## src/rtl/pdrt_pkg.sv

```systemverilog
// ----------------------------------------------------------------------------
// pdrt_pkg
// Shared widths, register map, reset values and the countdown step for the
// prescaled divider and reload timer.
// ----------------------------------------------------------------------------
package pdrt_pkg;

    localparam int PERIOD_WIDTH = 16;
    localparam int ADDR_WIDTH   = 5;
    localparam int DATA_WIDTH   = 32;
    localparam int REG_W        = 16;

    typedef logic [PERIOD_WIDTH-1:0] t_period;
    typedef logic [7:0]              t_byte;
    typedef logic [2:0]              t_reg_idx;

    localparam t_reg_idx REG_DIV_PERIOD = 3'd0;
    localparam t_reg_idx REG_PERIOD_S0  = 3'd1;
    localparam t_reg_idx REG_PERIOD_S1  = 3'd2;
    localparam t_reg_idx REG_PERIOD_S2  = 3'd3;
    localparam t_reg_idx REG_PERIOD_S3  = 3'd4;
    localparam t_reg_idx REG_TMR_EN     = 3'd5;
    localparam t_reg_idx REG_CLK_SEL    = 3'd6;
    localparam t_reg_idx REG_RELOAD     = 3'd7;

    localparam logic [1:0] SEL_0 = 2'b00;
    localparam logic [1:0] SEL_1 = 2'b01;
    localparam logic [1:0] SEL_2 = 2'b10;

    localparam t_byte COUNT_MAX = 8'hff;

    localparam t_period RST_DIV_PERIOD = t_period'(REG_W'(256));
    localparam t_period RST_PERIOD_S0  = t_period'(REG_W'(1024));
    localparam t_period RST_PERIOD_S1  = t_period'(REG_W'(16));
    localparam t_period RST_PERIOD_S2  = t_period'(REG_W'(64));
    localparam t_period RST_PERIOD_S3  = t_period'(REG_W'(256));

    typedef struct packed {
        logic    tick;
        logic    over;
        t_period rem;
    } t_cd_result;

    function automatic t_cd_result count_down(t_period rem, t_period period, t_byte n);
        t_cd_result res;
        t_byte      excess;
        res.tick = 1'b0;
        res.over = 1'b0;
        excess   = n - t_byte'(rem);
        if ({{PERIOD_WIDTH{1'b0}}, 8'd0} + rem <= {{PERIOD_WIDTH{1'b0}}, n}) begin
            res.tick = 1'b1;
            if ({{PERIOD_WIDTH{1'b0}}, excess} > {8'd0, period}) begin
                res.rem  = '0;
                res.over = 1'b1;
            end else begin
                res.rem = period - t_period'(excess);
            end
        end else begin
            res.rem = rem - t_period'(n);
        end
        return res;
    endfunction

endpackage

```

## src/rtl/prescaled_divider_and_reload_timer.sv

```systemverilog
// ----------------------------------------------------------------------------
// prescaled_divider_and_reload_timer
// Free-running divider and reloadable 8-bit timer driven by pulse counts.
// ----------------------------------------------------------------------------
// channel  | direction | handshake                  | payload
// in       | input     | i_in_valid / o_in_ready    | i_pulse_count
// out      | output    | o_out_valid / i_out_ready  | o_div_value, o_timer_value,
//          |           |                            | o_timer_interrupt, o_pulse_overrun
// cfg      | input     | psel/penable/pwrite/pready | paddr, pwdata, prdata
//
// One transaction per cycle unless the output stalls (input register, result register).
// The countdown state updates as a transaction moves from the input register
// into the result register. A stalled output holds the input register; the
// input side keeps accepting while the result register drains.
// Synchronous active-low reset loads the register and state reset values.
module prescaled_divider_and_reload_timer (
    input  logic                          i_clk,
    input  logic                          i_rst_n,
    input  logic                          i_in_valid,
    output logic                          o_in_ready,
    input  logic [7:0]                    i_pulse_count,
    output logic                          o_out_valid,
    input  logic                          i_out_ready,
    output logic [7:0]                    o_div_value,
    output logic [7:0]                    o_timer_value,
    output logic                          o_timer_interrupt,
    output logic                          o_pulse_overrun,
    input  logic                          psel,
    input  logic                          penable,
    input  logic                          pwrite,
    input  logic [pdrt_pkg::ADDR_WIDTH-1:0] paddr,
    input  logic [pdrt_pkg::DATA_WIDTH-1:0] pwdata,
    output logic [pdrt_pkg::DATA_WIDTH-1:0] prdata,
    output logic                          pready
);
    import pdrt_pkg::*;

    t_period  r_div_period;
    t_period  r_period [4];
    logic     r_tmr_en;
    logic [1:0] r_clk_sel;
    t_byte    r_reload;

    t_period  r_div_rem, n_div_rem;
    t_period  r_tmr_rem, n_tmr_rem;
    t_period  r_act_period, n_act_period;
    t_byte    r_div_cnt, n_div_cnt;
    t_byte    r_tmr_cnt, n_tmr_cnt;

    logic     r_in_vld;
    t_byte    r_in_cnt;
    logic     r_out_vld;
    logic     r_out_irq, n_out_irq;
    logic     r_out_over, n_out_over;

    logic       w_move;
    logic       w_wr;
    t_reg_idx   w_idx;
    t_period    w_wval;
    t_period    w_sel_period;
    t_period    w_tmr_start;
    t_cd_result w_div_cd;
    t_cd_result w_tmr_cd;

    assign pready = 1'b1;
    assign w_wr   = psel && penable && pwrite && pready;
    assign w_idx  = paddr[ADDR_WIDTH-1:2];
    assign w_wval = t_period'(pwdata[REG_W-1:0]);

    always_comb begin
        prdata = '0;
        case (w_idx)
            REG_DIV_PERIOD: prdata = DATA_WIDTH'(r_div_period);
            REG_PERIOD_S0:  prdata = DATA_WIDTH'(r_period[0]);
            REG_PERIOD_S1:  prdata = DATA_WIDTH'(r_period[1]);
            REG_PERIOD_S2:  prdata = DATA_WIDTH'(r_period[2]);
            REG_PERIOD_S3:  prdata = DATA_WIDTH'(r_period[3]);
            REG_TMR_EN:     prdata = DATA_WIDTH'(r_tmr_en);
            REG_CLK_SEL:    prdata = DATA_WIDTH'(r_clk_sel);
            REG_RELOAD:     prdata = DATA_WIDTH'(r_reload);
            default:        prdata = '0;
        endcase
    end

    always_ff @(posedge i_clk) begin
        if (!i_rst_n) begin
            r_div_period <= RST_DIV_PERIOD;
            r_period[0]  <= RST_PERIOD_S0;
            r_period[1]  <= RST_PERIOD_S1;
            r_period[2]  <= RST_PERIOD_S2;
            r_period[3]  <= RST_PERIOD_S3;
            r_tmr_en     <= 1'b0;
            r_clk_sel    <= SEL_0;
            r_reload     <= '0;
        end else if (w_wr) begin
            case (w_idx)
                REG_DIV_PERIOD: r_div_period <= w_wval;
                REG_PERIOD_S0:  r_period[0]  <= w_wval;
                REG_PERIOD_S1:  r_period[1]  <= w_wval;
                REG_PERIOD_S2:  r_period[2]  <= w_wval;
                REG_PERIOD_S3:  r_period[3]  <= w_wval;
                REG_TMR_EN:     r_tmr_en     <= pwdata[0];
                REG_CLK_SEL:    r_clk_sel    <= pwdata[1:0];
                REG_RELOAD:     r_reload     <= pwdata[7:0];
                default:        ;
            endcase
        end
    end

    // pipeline control
    assign w_move     = r_in_vld && (!r_out_vld || i_out_ready);
    assign o_in_ready = !r_in_vld || w_move;

    always_comb begin
        case (r_clk_sel)
            SEL_0:   w_sel_period = r_period[0];
            SEL_1:   w_sel_period = r_period[1];
            SEL_2:   w_sel_period = r_period[2];
            default: w_sel_period = r_period[3];
        endcase
    end

    assign w_tmr_start = (r_act_period != w_sel_period) ? w_sel_period : r_tmr_rem;
    assign w_div_cd    = count_down(r_div_rem, r_div_period, r_in_cnt);
    assign w_tmr_cd    = count_down(w_tmr_start, w_sel_period, r_in_cnt);

    always_comb begin
        n_div_rem    = w_div_cd.rem;
        n_div_cnt    = r_div_cnt + t_byte'(w_div_cd.tick);
        n_tmr_rem    = r_tmr_rem;
        n_act_period = r_act_period;
        n_tmr_cnt    = r_tmr_cnt;
        n_out_irq    = 1'b0;
        n_out_over   = w_div_cd.over;
        if (r_tmr_en) begin
            n_act_period = w_sel_period;
            n_tmr_rem    = w_tmr_cd.rem;
            n_out_over   = w_div_cd.over || w_tmr_cd.over;
            if (w_tmr_cd.tick) begin
                if (r_tmr_cnt != COUNT_MAX) begin
                    n_tmr_cnt = r_tmr_cnt + 8'd1;
                end else begin
                    n_tmr_cnt = r_reload;
                    n_out_irq = 1'b1;
                end
            end
        end
    end

    always_ff @(posedge i_clk) begin
        if (!i_rst_n) begin
            r_in_vld     <= 1'b0;
            r_out_vld    <= 1'b0;
            r_div_rem    <= RST_DIV_PERIOD;
            r_tmr_rem    <= RST_PERIOD_S0;
            r_act_period <= RST_PERIOD_S0;
            r_div_cnt    <= '0;
            r_tmr_cnt    <= '0;
        end else begin
            if (o_in_ready) begin
                r_in_vld <= i_in_valid;
            end
            if (w_move) begin
                r_out_vld    <= 1'b1;
                r_div_rem    <= n_div_rem;
                r_tmr_rem    <= n_tmr_rem;
                r_act_period <= n_act_period;
                r_div_cnt    <= n_div_cnt;
                r_tmr_cnt    <= n_tmr_cnt;
            end else if (i_out_ready) begin
                r_out_vld <= 1'b0;
            end
        end
    end

    always_ff @(posedge i_clk) begin
        if (o_in_ready && i_in_valid) begin
            r_in_cnt <= i_pulse_count;
        end
        if (w_move) begin
            r_out_irq  <= n_out_irq;
            r_out_over <= n_out_over;
        end
    end

    assign o_out_valid       = r_out_vld;
    assign o_div_value       = r_div_cnt;
    assign o_timer_value     = r_tmr_cnt;
    assign o_timer_interrupt = r_out_irq;
    assign o_pulse_overrun   = r_out_over;

`ifndef SYNTHESIS
    a_irq_needs_enable: assert property (@(posedge i_clk) disable iff (!i_rst_n)
        w_move |=> (!o_timer_interrupt || r_tmr_en))
        else $error("interrupt raised with timer disabled");

    a_irq_reloads: assert property (@(posedge i_clk) disable iff (!i_rst_n)
        w_move |=> (!o_timer_interrupt || o_timer_value == r_reload))
        else $error("interrupt without reload of timer value");

    a_overrun_clamps: assert property (@(posedge i_clk) disable iff (!i_rst_n)
        w_move |=> (!o_pulse_overrun || r_div_rem == '0 || r_tmr_rem == '0))
        else $error("overrun flagged without a clamped remainder");

    a_div_step: assert property (@(posedge i_clk) disable iff (!i_rst_n)
        w_move |=> (r_div_cnt == $past(r_div_cnt) || r_div_cnt == $past(r_div_cnt) + 8'd1))
        else $error("divider value stepped by more than one");

    a_state_holds: assert property (@(posedge i_clk) disable iff (!i_rst_n)
        (!w_move && i_rst_n) |=> ($stable(r_div_cnt) && $stable(r_tmr_cnt) && $stable(r_div_rem)))
        else $error("countdown state changed without a transaction");
`endif

endmodule

```

## config.mk

```make
export PLATFORM = sky130hd
export DESIGN_NAME = prescaled_divider_and_reload_timer
export DESIGN_NICKNAME = d
export VERILOG_FILES = /design/src/rtl/pdrt_pkg.sv /design/src/rtl/prescaled_divider_and_reload_timer.sv
export SDC_FILE = /design/constraint.sdc
export NUM_CORES = 1
export LEC_CHECK = 0
export BUFFER_PORTS_ARGS = -buffer_cell sky130_fd_sc_hd__buf_2
export CAP_MARGIN = 20
export CORE_ASPECT_RATIO = 0.7
export CORE_MARGIN = 2
export CORE_UTILIZATION = 55
export DETAILED_ROUTE_END_ITERATION = 7
export PLACE_DENSITY = 0.71
export SLEW_MARGIN = 20
export SYNTH_ARGS = -nofsm -noshare
export SYNTH_HDL_FRONTEND = slang
export SYNTH_SLANG_ARGS = --single-unit
```

## constraint.sdc

```tcl
create_clock -name i_clk -period 6.5 [get_ports i_clk]
set_input_delay 1.3 -clock i_clk [delete_from_list [all_inputs] [get_ports i_clk]]
set_output_delay 1.3 -clock i_clk [all_outputs]
set_load 0.02 [all_outputs]
```

==> metrics.csv, run 1 <==
metric,value,unit
final hold viol count,0,
initial core utilization,0.5678,
asr flop ratio synth,0,
Die W,171.7,um
"delay-heaviest family, CP",compound AO/OA/AOI/OAI gates,
wire length on met3,3.068,mm
Yosys Warn Count,0,
Slew @ Worst Pin,1172,ps
RSZ-0062 raised after global routing,no,
clock root buffer,clkbuf_16,
relative slew slack,0.2161,
Buffers on Ports,69,
sw frac,0.3029,
top sig layer,met4,
met1 WL,13.70,mm
PD cells,231.0,nW/um^2
Final Critical Period,6013,ps
DRT iter0 DRCs,1011,
initial antenna violation count,1,
post-CTS setup buffers,0,
register area share after synthesis,0.3770,
gpl congestion,0.9194,
clock group share of total power,0.382,
Final #Nets,1346,
final setup vio count,0,
FMAX,166.3,MHz
#FFs+latches synth,167,
Via-to-Cell Ratio,6.074,
routed wl met2,12.72,mm
WL/cell,19.92,um
Routed Antenna Nets,0,
CTS H-tree depth,4,
startpoint types,register,
clock latency on the worst-skew pair,450,ps
DRT Pass-1 Iters,5,
post-detail-place hpwl,21.03,mm
layout cells sized above 1,0.1400,
global-route usage over all layers,0.3024,
"commonest non-fill, non-tap cell in the layout",nand2_1,
IO Count,105,
top_reg_cell synth,dfxtp_1,
Ant. Diodes,0,
Vias,9196,
Filler Cell Count,1596,
CTS sink count,167,
"Hold-fix buffers, CTS",0,
Psw,0.8380,mW
total die area,20850,sq um
slowest stage cell on the critical path,mux4_2,
largest net degree at the start of global routing,41,
Fin Setup TNS,0,ps
core area,19080,sq um
vias in the first global route,8576,
Overflow after GRT,0,
Fin Clk Skew,13.51,ps
Bufs and invs on worst path,2,
"Avg Cell Area, Syn",9.057,sq um
MaxCap Viol Count,0,
Num CTS Buffers,17,
Power Total,2.766,mW
Yosys cell types,70,
Routed WL,30.15,mm
TritonCTS clock tree,built,
CP required,6690,ps
post-cts sizing count,0,
synth-to-layout area growth,10.55,%
Worst Path Max Fanout,28,
mapped cell area,10830,sq um
most frequent cells in the layout,"118 x nand2_1, 102 x a21oi_1, 93 x dfxtp_1",
Post-Synthesis Cells,1196,
"critical path, cell by cell",buf_4 > mux4_2 > xnor2_1 > nand4_1 > nor4_4 > buf_12 > mux2_2 > ha_1 > nor2b_1 > o21ai_0 > nand2b_1 > a21o_1 > a21oi_1 > xor2_1 > ha_1 > a21oi_1 > o211ai_1 > nand2_1 > nand2_1 > o32ai_1,
Die Ht,121.4,um
Worst path max stage delay,710,ps
Placement Rows,42,
Critical Path AT,6210,ps
status,completed,
worst hold-check path type,reg -> reg,
area of the multi-input gates,6230,sq um
maximum root-to-sink buffer count,2,
Residual DRC,0,
register area,4084,sq um
Power Internal,1.928,mW
Reg power frac,0.418,
Final Max Slew Viols,0,
Worst VDD drop,0.1812,mV
crit end category,register,
leak pwr,4.644,nW
Post-synth EDFFs,74,
Comb pwr share,0.200,
clock-pin transition on the worst setup and hold timing paths,70,ps
first-pass GRT wire length,47.60,mm
Final Cycle Share,0.9251,
Setup CP Type,reg -> reg,
## through the flow
step | instance area (sq um) | hold WS (ps) | utilization | setup slack (ps) | instances
2_1_floorplan | 10890 | 446.5 | - | 985.5 | 1211
3_3_place_gp | 11360 | 454.5 | 0.5958 | 736.9 | 1482
3_5_place_dp | 11370 | 460.9 | 0.5959 | 619.9 | 1482
4_1_cts | 11970 | 470.3 | 0.6277 | 558.1 | 1514
6_report | 11970 | 471.3 | 0.6277 | 486.9 | 1514
5_1_grt | 11970 | 487.5 | 0.6277 | 179.0 | 1514
## cell usage after synthesis (all sizes together), types with 16 or more instances
master / count / area (sq um)
nor3: 16 / 80.08
dfxtp: 93 / 1862
inv: 54 / 202.7
nor2: 88 / 337.8
mux2i: 32 / 324.1
xor2: 27 / 236.5
and2: 68 / 425.4
ha: 51 / 638.1
mux4: 20 / 450.4
a21oi: 102 / 510.5
clkbuf: 51 / 191.4
xnor2: 38 / 332.8
a21o: 21 / 157.7
a31oi: 18 / 112.6
o21ai: 65 / 329.1
or3: 22 / 137.6
edfxtp: 74 / 2222
nand2: 118 / 442.9
buf: 31 / 210.2
nand3: 28 / 140.1
## routing by layer
metal	global-route usage	vias to the layer above
met5	0	-
met4	0.09454	0
met3	0.07469	55
met2	0.4322	427
met1	0.4490	4384
li1	-	4330
## state kept, by name (all words and copies together), names as in the netlist
name               flops
o_timer_value          8
o_div_value            8
r_div_rem             16
r_reload               8
r_tmr_en               1
r_clk_sel              2
r_tmr_rem             16
r_in_cnt               8
o_timer_interrupt      1
o_pulse_overrun        1
r_period              64
o_out_valid            1
r_in_vld               1
r_act_period          16
r_div_period          16
## worst register-to-register path, cell delays in order (launching register included)
cell      delay [ps]
dfxtp_1          330
buf_4            270
mux4_2           720
xnor2_1          200
nand4_1          170
nor4_4           360
buf_12           230
mux2_2           430
ha_1             340
nor2b_1          150
o21ai_0          140
nand2b_1         150
a21o_1           200
a21oi_1          200
xor2_1           240
ha_1             290
a21oi_1          190
o211ai_1         220
nand2_1          160
nand2_1          250
o32ai_1          530
## power groups by stage
stage / combinational, mW / sequential [mW] / clock (mW)
2_1_floorplan: 0.409 / 1.17 / 0
3_3_place_gp: 0.529 / 1.18 / 0
3_5_place_dp: 0.536 / 1.18 / 0
4_1_cts: 0.544 / 1.16 / 1.06
5_1_grt: 0.606 / 1.16 / 1.11
6_report: 0.552 / 1.16 / 1.06
## area by class of cell
class                      count  share of cell area
tap                          264             0.02759
sequential                   167              0.3411
clock inverter                14             0.01400
inverter                      54             0.01693
multi-input combinational    908              0.5203
timing repair buffer          89             0.04347
clock buffer                  18             0.03668
## cell families after synthesis
kind of cell / Yosys count / synth area share
compound gates: 286 / 0.1635
simple gates: 416 / 0.1930
buf+inv: 136 / 0.05579
fa+ha+maj: 57 / 0.07000
other cells: 2 / 0.0006933
xor+xnor: 65 / 0.05256
flops: 167 / 0.3770
mux: 67 / 0.08744
## path summary, 6_finish.rpt
path / from / endpoint / slack [ps] / cells after the start
setup / recovery: r_clk_sel[0]$_SDFFE_PN0P_ / o_pulse_overrun$_DFFE_PP_ / 490 / 20
hold / removal: r_act_period[11]$_SDFFE_PN0P_ / r_act_period[11]$_SDFFE_PN0P_ / 470 / 2
setup reg to reg: r_clk_sel[0]$_SDFFE_PN0P_ / o_pulse_overrun$_DFFE_PP_ / 490 / 20
hold reg to reg: r_act_period[11]$_SDFFE_PN0P_ / r_act_period[11]$_SDFFE_PN0P_ / 470 / 2
Power figures use the tool's default switching activity.
==> run 2: changes to the inputs <==
--- a/config.mk
+++ b/config.mk
@@ -5,6 +5,7 @@
 export SDC_FILE = /design/constraint.sdc
 export NUM_CORES = 1
 export LEC_CHECK = 0
+export ABC_AREA = 1
 export BUFFER_PORTS_ARGS = -buffer_cell sky130_fd_sc_hd__buf_2
 export CAP_MARGIN = 20
 export CORE_ASPECT_RATIO = 0.7
==> run 2 against run 1 <==
  * Sequential share of layout area increased by 0.47 points
  * Routed wire length decreased by 1.9%
  * Non-clock buffer count is 5 lower
  * Critical path depth up 13
  * Maximum frequency hardly changed
  * Via count is 8.3% higher
  * Count of clock-buffer cells in the layout decreased by 1
  * Final area shrank 1.3%
  * Clock skew fell by 3.7 ps
  * Clock power is 6% lower
==> metrics.csv, run 2 <==
metric,value,unit
Post-Synthesis Cells,1441,
Comb pwr share,0.200,
CTS H-tree depth,4,
top-count cell post-synth,nand2_1,
gpl congestion,0.9332,
Residual DRC,0,
Final Cycle Share,0.9259,
DRT Pass-1 Iters,6,
vias in the first global route,9327,
Largest Register,r_period,
synth-to-layout area growth,9.754,%
top_reg_cell synth,dfxtp_1,
top-area cell type share of the netlist area,0.2065,
RSZ-0062 raised after global routing,no,
IO Count,105,
"Top cell by count, worst path",nand2_1,
total die area,20720,sq um
startpoint types,register,
status,completed,
final hold viol count,0,
Filler Cell Count,1743,
Worst VDD drop,0.1779,mV
#FFs+latches synth,167,
mapped cell area,10760,sq um
relative slew slack,0.3985,
"Hold-fix buffers, CTS",0,
Min-Delay Path Depth,2,
CTS sink count,167,
most frequent cells in the layout,"247 x nand2_1, 172 x inv_1, 148 x nor2_1",
WL/cell,16.76,um
Worst Hold End,r_tmr_rem[14]$_SDFFE_PN0P_,
DRT iter0 DRCs,1112,
Fin Clk Skew,9.846,ps
first-pass GRT wire length,48.27,mm
layout cells sized above 1,0.09860,
leak pwr,5.120,nW
Slew @ Worst Pin,896.2,ps
Vias,9963,
PD cells,228.5,nW/um^2
Post-synth EDFFs,74,
Routed Antenna Nets,0,
FMAX,166.2,MHz
Psw,0.8191,mW
Final Critical Period,6018,ps
Buffers on Ports,69,
post-cts sizing count,0,
clock group share of total power,0.369,
largest net degree at the start of global routing,75,
R2R Path Start,r_clk_sel[1]$_SDFFE_PN0P_,
register area share after synthesis,0.3794,
Ant. Diodes,0,
Yosys cell types,53,
Num CTS Buffers,17,
core area,19020,sq um
r2r worst-path depth,33,
Die W,171.2,um
initial antenna violation count,0,
register area,4084,sq um
area of the multi-input gates,5703,sq um
Reg power frac,0.431,
Final Max Slew Viols,0,
Finished Cell Area,11810,sq um
clock-pin transition on the worst setup and hold timing paths,70,ps
max FFs per register,64,
MaxCap Viol Count,0,
Fin Setup TNS,0,ps
post-detail-place hpwl,21.63,mm
largest area contributor in the netlist,edfxtp_1,
HP Start,r_tmr_rem[14]$_SDFFE_PN0P_,
Worst Setup SP,r_clk_sel[1]$_SDFFE_PN0P_,
Routed WL,29.58,mm
"top cells by count, synth","247 x nand2_1, 172 x inv_1, 149 x nor2_1",
Area contributors post-synth,"edfxtp_1 21%, dfxtp_1 17%, nand2_1 8.6%, o21ai_0 6.5%, a21oi_1 6.4%",
CP required,6880,ps
Via-to-Cell Ratio,5.645,
post-placement cell area,11250,sq um
crit end category,register,
Overflow after GRT,0,
"commonest non-fill, non-tap cell in the layout",nand2_1,
R2R setup slack,480,ps
worst hold-check path type,reg -> reg,
sw frac,0.3034,
Die Ht,121.0,um
post-CTS setup buffers,0,
Worst path max stage delay,760,ps
maximum root-to-sink buffer count,2,
clock root buffer,clkbuf_16,
Critical Path AT,6400,ps
TritonCTS clock tree,built,
RR Endpoint,r_tmr_rem[15]$_SDFFE_PN0P_,
"Avg Cell Area, Syn",7.469,sq um
final setup vio count,0,
Setup CP Type,reg -> reg,
Yosys Warn Count,0,
Worst Path Max Fanout,24,
slowest stage cell on the critical path,dfxtp_1,
Placement Rows,42,
Power Internal,1.880,mW
clock latency on the worst-skew pair,440,ps
initial core utilization,0.5658,
global-route usage over all layers,0.2986,
asr flop ratio synth,0,
Final #Nets,1598,
run 2: cell types whose count changed after synthesis, sizes merged, moves of 20 or more:
cell	before	now
and2	68	0
or3	22	0
inv	54	174
nand3	28	91
nand2	118	260
mux2i	32	0
nor2	88	157
xnor2	38	15
a21o	21	0
o21ai	65	143
a21oi	102	139
mux4	20	0
run 2: logic make-up after synthesis:
kind of cell             synth area share
AO/OA/AOI/OAI                      0.1771
XOR/XNOR                          0.03255
adder cells (fa/ha/maj)           0.07045
buffers and inverters             0.09812
flip-flops                         0.3794
other                           0.0006978
AND/OR/NAND/NOR                    0.2417
run 2: worst max-delay path, delay by kind of cell (launching register included):
kind	cells	cell delay, ps
AOI/OAI and AO/OA	7	1100
xor gates and xnor gates	1	150
adders and majority gates	3	990
buffers and inverters	2	340
DFF	1	760
and+or+nand+nor	20	2580
run 2: through the flow:
step / utilization / total power, mW / std cells / hold slack, ps / setup WS (ps)
detailed placement: 0.5912 / 1.713 / 1734 / 456.0 / 670.4
CTS: 0.6206 / 2.698 / 1765 / 467.0 / 635.5
finish: 0.6210 / 2.699 / 1765 / 461.8 / 481.8
global placement: 0.5912 / 1.706 / 1734 / 446.6 / 786.9
floorplan: - / 1.589 / 1456 / 440.1 / 1620
global route: 0.6210 / 2.821 / 1765 / 499.0 / 117.5
run 2: per-layer routing:
layer | vias up | part of all wire | track usage
met5 | - | 0 | 0
met4 | 0 | 0.016 | 0.08104
met3 | 49 | 0.089 | 0.06556
met2 | 446 | 0.43 | 0.4509
met1 | 4569 | 0.46 | 0.4319
li1 | 4899 | - | -
run 2: power by group through the flow:
stage	Clock (mW)	Sequential, mW	Combinational, mW
after floorplan	0	1.18	0.411
after global placement	0	1.18	0.522
after detailed placement	0	1.18	0.529
after CTS	1.00	1.16	0.533
after global routing	1.05	1.17	0.609
final	0.996	1.16	0.540
run 2: final cells by class:
class / count / area share
multi-input cells: 1039 / 0.4828
inverters: 180 / 0.05730
clock inverters: 14 / 0.01144
clock buffers: 17 / 0.03601
well taps: 264 / 0.02796
repair buffers: 84 / 0.03877
flip-flops and latches: 167 / 0.3457
run 2: worst max path at each step:
stage                            endpoint
5_1_grt        r_tmr_rem[15]$_SDFFE_PN0P_
3_3_place_gp   r_tmr_rem[12]$_SDFFE_PN0P_
2_1_floorplan  r_tmr_rem[12]$_SDFFE_PN0P_
3_5_place_dp   r_tmr_rem[12]$_SDFFE_PN0P_
6_report       r_tmr_rem[15]$_SDFFE_PN0P_
4_1_cts        r_tmr_rem[12]$_SDFFE_PN0P_
